**config.mk**
```make
export PLATFORM = sky130hd
export DESIGN_NAME = sactr_ram
export DESIGN_NICKNAME = d
export VERILOG_FILES = /design/src/sv/sactr_ram.sv
export SDC_FILE = /design/constraint.sdc
export NUM_CORES = 1
export LEC_CHECK = 0
export BUFFER_PORTS_ARGS = -buffer_cell sky130_fd_sc_hd__buf_2
export CAP_MARGIN = 20
export CORE_MARGIN = 3
export CORE_UTILIZATION = 60
export CTS_CLUSTER_SIZE = 20
export DETAILED_ROUTE_END_ITERATION = 16
export GPL_TIMING_DRIVEN = 0
export PLACE_DENSITY = 0.78
export SLEW_MARGIN = 20
export SYNTH_ARGS = -nofsm -noshare
export SYNTH_HDL_FRONTEND = slang
export SYNTH_SLANG_ARGS = --single-unit
```
**constraint.sdc**
```tcl
create_clock -name clk -period 2.8 [get_ports clk]
set_clock_uncertainty 0.1 [all_clocks]
set_input_delay 0.56 -clock clk [delete_from_list [all_inputs] [get_ports clk]]
set_output_delay 0.56 -clock clk [all_outputs]
set_load 0.05 [all_outputs]
```
**src/sv/sactr_ram.sv**
```systemverilog
// generic single-port-write ram with registered read
`timescale 1ns / 1ps

module sactr_ram #(
  parameter int WIDTH = 8,
  parameter int DEPTH = 16
) (
  input  logic                                   clk,
  input  logic                                   we,
  input  logic [(DEPTH > 1 ? $clog2(DEPTH) : 1)-1:0] waddr,
  input  logic [WIDTH-1:0]                       wdata,
  input  logic                                   re,
  input  logic [(DEPTH > 1 ? $clog2(DEPTH) : 1)-1:0] raddr,
  output logic [WIDTH-1:0]                       rdata
);

  logic [WIDTH-1:0] mem [DEPTH];

  always_ff @(posedge clk) begin
    if (we) begin
      mem[waddr] <= wdata;
    end
    if (re) begin
      rdata <= mem[raddr];
    end
  end

endmodule
```
======== Yosys cells after proc, flatten, opt, wreduce, memory -nomap -nowiden ========
Memories as Yosys holds them, arrays and structs flattened. A register that Yosys moved wholly into a read port is not among the register bits.
Cells that the tools add are included.
cells by class
  reduce and logical (&&, ||, !) cells .... 0
  divide/modulo/power cells ............... 0
  bitwise logic cells ..................... 0
  multipliers ............................. 0
  shifts and indexed selects .............. 0
  eq/ne operators ......................... 0
  order comparisons ....................... 0
  add/subtract/negate cells ............... 0
  muxes and demuxes ....................... 2
operators by type and width
  cell     number
  $mux W1  2
word-level totals
  logic and storage cells ................. 3
  bits in latches ......................... 0
  memories ................................ 1
  register bits after elaboration ......... 0
  output and inout bits ................... 8
  bits in writable memories ............... 128
  ROM bits ................................ 0
  input bits .............................. 19
memory list
  memory  depth  width  read ports  clocked after Yosys merged registers in  write ports  RTL line  RTL
  mem     16     8      1           1                                        1            17        logic [WIDTH-1:0] mem [DEPTH];

======== Logic depth before layout (Yosys ltp) ========
Gate-level depths: netlist (run 1).
  word-level depth ........................ 2
  mapped depth ............................ 5
  mapped depth without buffers ............ 3

======== Least setup slack after synthesis (run 1) ========
No wires, ideal clock.
  path type ............................... input-to-reg
  from .................................... input waddr[2] in the netlist's numbering
  to ...................................... memory mem[0][0], enable pin
  buffers on the path ..................... 0
  arrival time ............................ 1.670 ns
  library setup time ...................... 0.383 ns
  stages on the path ...................... 2
  data required time ...................... 2.317 ns
  path slack .............................. 0.647 ns
  cells stage by stage .................... or3b_2 > nor3_1
RTL lines
  what         RTL line  RTL
  from (decl)  10        input logic [(DEPTH > 1 ? $clog2(DEPTH) : 1)-1:0] waddr,
  to (decl)    17
Straight into the memory's write port.

======== Worst setup path after layout (run 1) ========
  from .................................... input waddr[2] in the netlist's numbering
  to ...................................... memory mem[1][1], enable pin
Straight into the memory's write port.

==> results of run 1 <==
==> state kept, by name, summed over array words and instances (netlist names) <==
signal  cells
rdata       8
mem       128
==> critical path, stage by stage <==
cell and delay, ps:
buf_2 110, or3b_2 530, nor2_1 630
==> power groups by stage <==
stage / Combinational [W] / Sequential (W) / Clock, W
2_1_floorplan: 0.000116 / 0.00238 / 0
3_3_place_gp: 0.000238 / 0.00234 / 0
3_5_place_dp: 0.000248 / 0.00235 / 0
4_1_cts: 0.000251 / 0.00231 / 0.00261
5_1_grt: 0.000268 / 0.00231 / 0.00271
6_report: 0.000250 / 0.00231 / 0.00260
==> final timing paths <==
path / cells after the start / from / slack [ps] / end
max: 3 / waddr[2] / 1000 / mem[1][1]
min: 1 / re / 290 / rdata[1]
max reg2reg: 3 / mem[5][0] / 1090 / rdata[0]
min reg2reg: 3 / mem[11][2] / 690 / rdata[2]
==> area by class of cell <==
type                       instances  area, um2
timing repair buffer              25        125
multi-input combinational         83       1080
fill                             450       2140
sequential                       136       4080
clock inverter                    13        274
buffer                            10       86.3
clock buffer                      19        422
tap                              105        131
==> placed cells by master, fill, tap and decap left out, drive strengths merged <==
cell type | synthesis | final
and2b | 1 | 1
bufinv | 0 | 8
nand2 | 9 | 9
clkbuf | 0 | 19
nand3b | 2 | 2
nand3 | 1 | 1
mux4 | 32 | 32
nor2 | 13 | 13
a22oi | 16 | 16
clkinv | 0 | 5
buf | 7 | 32
edfxtp | 136 | 136
nor2b | 1 | 1
clkdlybuf4s25 | 3 | 3
and2 | 1 | 1
nand2b | 2 | 2
nor3 | 4 | 4
or3b | 1 | 1
==> through the flow <==
stage	power (W)	hold WS, ps	instances
floorplan	0.00250	559	229
global placement	0.00258	631	359
detailed placement	0.00260	650	359
CTS	0.00516	289	391
global route	0.00529	277	391
finish	0.00516	289	391
==> logic make-up (layout without fill, tap and decap cells) <==
kind of cell	count (synthesis)	count (layout)	share of synthesized area [%]
simple gates	35	35	3.14
compound gates	16	16	2.30
flops	136	136	78.1
mux	32	32	14.8
buf+inv	10	67	1.65
==> routing by layer <==
layer	vias up	global-route usage, %	wire [um]
li1	1069	-	-
met1	1285	32.9	4140
met2	115	35.8	4980
met3	16	6.31	789
met4	0	7.04	167
met5	-	0	0
==> reports/metrics.cfg, run 1 <==
[floorplan]
core_mm2=0.00834
chipHeight_um=99.3
dieArea_mm2=0.00987
num_io_pins=27
initial_core_util_pct=62.7
fp.dieW_um=99.3
row_count=33

[hold_path]
hold_class=input pin to register

[drt]
vias=2485
dr.pass1.iters=5
routedWlPerCell_um=25.8
viasPerCell=6.36
ant_nets=0
drcViolationCount=0
routed_wirelength_um=10100
drt_iter0_drc=214

[clock_network]
cts_setup_buffers=0
cts_made_buffers=17
cts_max_path_buffers=2
cts.htree.levels=4
cts.sinks=136
cts-root-buf=clkbuf_8
hold_buffers=0
path_clk_slew_ps=60
cts_resized=0
insertion_delay_ps=510
tritoncts=yes

[placement]
gp_congestion=0.692
hpwl_um=6080
post_dp_cell_area_mm2=0.00550
portBuffers=25
dp_slack_ps=462

[grt]
grt_max_degree=17
grt_pass1_vias=2614
antenna_found_initial=0
grt_usage_pct=23.1
grt-ovfl-total=0
grt_pass1_wl_um=15900

[critical_path]
crit_type=input pin to register
cp.arrival_ps=1840
required_ps=2830
timing.critical_path.from_type=input pin
critPathCaptureType=register
critPathMaxFanout=8

[synthesis]
ys_ff_latch=136
ys_seq_area_share_pct=78.1
synth_flop_cell=edfxtp_1
async_flop_share_pct=0
netlist_area_mm2=0.00523
yosys-top-cells-area=edfxtp_1 78%, mux4_2 7.8%, mux4_1 7.0%
syn_inst=229
synth.most_common_cell=edfxtp_1
synth_top_area_share_pct=78.1
ys_types=18
synth_nets=248
synth_edf_count=136
synth_top_area_cell=edfxtp_1
ys_top_cells_by_count=136 x edfxtp_1, 18 x mux4_2, 16 x a22oi_1
synth-warning-count=0
syn_avg_cell_area_um2=22.8

[timing]
max_slew_margin_pct=46.6
rsz0062_at_grt=false
max_freq_ghz=0.554
fin_tns_setup_ps=0
fin_crit_sh_pct=64.4
setup_violations=0
finalCriticalPeriod_ps=1800
hold_viol=0
slew_violations=0
tightest_slew_ps=798
setup_slack_ps=996

[finish]
postLayoutCellArea_mm2=0.00620
nets=292
postLayoutCoreUtil_pct=74.3
drive_gt1_share_pct=30.1
syn_to_final_growth_pct=18.6
n_antenna_cell=0

[outcome]
status=completed

[power]
power_frac_seq_pct=44.7
sw_frac_of_total_pct=18.8
p_int_w=0.00419
p_leak_nw=2.09
p_per_area_mw_per_mm2=832
ir_worst_vdd_v=0.000502
p_clk_share_pct=50.4
power.share.combinational_pct=4.9
switchingPower_w=0.000969

[flow_run]
maxCapViolations=0

Note: power is estimated with default switching activity, not from simulation.
==> run 2, diff against run 1 <==
- clock period: 2.8 -> 1.8 ns (I/O delays scaled with it)
==> run 2 against run 1 <==
Compared with the run above: combinational power up 54%; final cell count down 0.26%; non-clock buffer count unchanged; flip-flop and latch count unchanged; wire length down 2.9%; sequential power up 55%; register-to-register slack worse by 990 ps; critical path depth unchanged; worst hold slack worse by 200 ps; clock-buffer cell count down 1; largest power group unchanged.
==> reports/metrics.cfg, run 2 (synthesis results as in run 1) <==
[power]
power_frac_seq_pct=45.6  ; was 44.7%
p_leak_nw=2.08  ; was 2.09 nW
p_clk_share_pct=49.5  ; was 50.4%
switchingPower_w=0.00149  ; was 0.000969 W
sw_frac_of_total_pct=19.0  ; was 18.8%
p_int_w=0.00637  ; was 0.00419 W
ir_worst_vdd_v=0.000819  ; was 0.000502 V
power.share.combinational_pct=4.9  ; about the same
p_per_area_mw_per_mm2=1270  ; was 832 mW/mm2

[floorplan]
core_mm2=0.00834  ; unchanged
num_io_pins=27  ; unchanged
dieArea_mm2=0.00987  ; unchanged
row_count=33  ; unchanged
initial_core_util_pct=62.7  ; unchanged
chipHeight_um=99.3  ; unchanged
fp.dieW_um=99.3  ; unchanged

[clock_network]
cts.sinks=136  ; unchanged
cts-root-buf=clkbuf_8  ; unchanged
hold_buffers=0  ; unchanged
tritoncts=yes  ; unchanged
cts.htree.levels=4  ; unchanged
cts_resized=0  ; unchanged
cts_max_path_buffers=2  ; unchanged
path_clk_slew_ps=60  ; about the same
insertion_delay_ps=510  ; about the same
cts_made_buffers=17  ; unchanged
cts_setup_buffers=0  ; unchanged

[grt]
grt_max_degree=17  ; unchanged
grt_pass1_vias=2558  ; was 2614
antenna_found_initial=0  ; unchanged
use_met2_pct=33.8  ; was 35.8%
grt_usage_pct=22.0  ; was 23.1%
grt_pass1_wl_um=15200  ; was 15900 um
grt-ovfl-total=0  ; unchanged
global_route.usage.met3_pct=5.26  ; was 6.31%
met1_usage_pct=31.3  ; was 32.9%
busiest_layer=met2  ; unchanged

[finish]
instances_no_fill=390  ; was 391
syn_to_final_growth_pct=18.0  ; was 18.6%
n_antenna_cell=0  ; unchanged
final_cell_mix=136 x edfxtp_1, 28 x buf_2, 18 x mux4_2  ; unchanged
largest_register=mem  ; unchanged
final_common_cell=edfxtp_1  ; unchanged
postLayoutCoreUtil_pct=74.0  ; was 74.3%
multi_input_area_mm2=0.00108  ; unchanged
seq_area_mm2=0.00408  ; unchanged
drive_gt1_share_pct=30.2  ; was 30.1%
top_regs=mem: 128 flops, rdata: 8 flops  ; unchanged
largest_reg_flops=128  ; unchanged
num-fill-cells=456  ; was 450
nets=292  ; unchanged

[placement]
hpwl_um=6090  ; was 6080 um
dp.cells=359  ; unchanged
portBuffers=25  ; unchanged
gp_congestion=0.689  ; was 0.692

[hold_path]
hold_class=input pin to register  ; unchanged
min_from=re  ; unchanged

[flow_run]
maxCapViolations=0  ; unchanged

[timing]
fin_tns_setup_ps=0  ; unchanged
fin_crit_sh_pct=94.7
tightest_slew_ps=772  ; was 798 ps
rsz0062_at_grt=false  ; unchanged
max_freq_ghz=0.587
max_slew_margin_pct=48.3  ; was 46.6%
finalCriticalPeriod_ps=1700
hold_viol=0  ; unchanged
slew_violations=0  ; unchanged
setup_violations=0  ; unchanged

[drt]
routedWlPerCell_um=25.1  ; was 25.8 um
drcViolationCount=0  ; unchanged
ant_nets=0  ; unchanged
viasPerCell=6.27  ; was 6.36
routed_wirelength_um=9780  ; was 10100 um
dr.pass1.iters=4  ; was 5
drt_iter0_drc=305  ; was 214
vias=2447  ; was 2485

[critical_path]
required_ps=1960  ; was 2830 ps
critPathCaptureType=register  ; unchanged
crit_type=register to register  ; was input pin to register
cp.arrival_ps=1860  ; was 1840 ps
timing.critical_path.from_type=register  ; was input pin
critPathMaxFanout=1  ; was 8
startpoint=mem[5][2]  ; was waddr[2]
r2r_start=mem[5][2]  ; was mem[5][0]

[outcome]
status=completed  ; unchanged

run 2: worst paths after layout:
kind                            endpoint  slack (ps)  cells past startpoint
worst max-delay path            rdata[2]         100                      3
worst min-delay path            rdata[3]          90                      1
worst min register to register  rdata[2]         680                      3
worst max register to register  rdata[2]         100                      3
run 2: cell type report:
cell class                      count  area share [%]
Clock buffer                       18            6.77
Buffer                             10            1.40
Timing Repair Buffer               25            2.03
Sequential cell                   136            66.2
Multi-Input combinational cell     83            17.5
Clock inverter                     13            4.03
Tap cell                          105            2.13
run 2: critical path, stage by stage, from the launching register on:
cell,delay (ps)
edfxtp_1,370
mux4_1,600
a22oi_1,290
nand2_1,90
run 2: per-layer routing:
layer,wire (um),up-vias
met2,4870,107
met3,667,12
met1,4140,1253
met5,0,-
met4,113,0
li1,-,1075
run 2: stage by stage:
step | setup slack [ps] | power [W] | instance area [um2] | hold WS [ps]
final | 96.2 | 0.00786 | 6170 | 92.2
after global routing | 71.5 | 0.00807 | 6170 | 84.3
after CTS | 102 | 0.00789 | 6170 | 78.0
after detailed placement | -331 | 0.00404 | 5500 | 612
after global placement | -438 | 0.00402 | 5490 | 599
after floorplan | 57.6 | 0.00388 | 5230 | 359
run 2: power groups by stage:
stage	sequential, W	clock, W	combinational [W]
after detailed placement	0.00365	0	0.000385
after global placement	0.00364	0	0.000371
final	0.00359	0.00389	0.000385
after floorplan	0.00370	0	0.000180
after CTS	0.00359	0.00392	0.000388
after global routing	0.00359	0.00406	0.000410
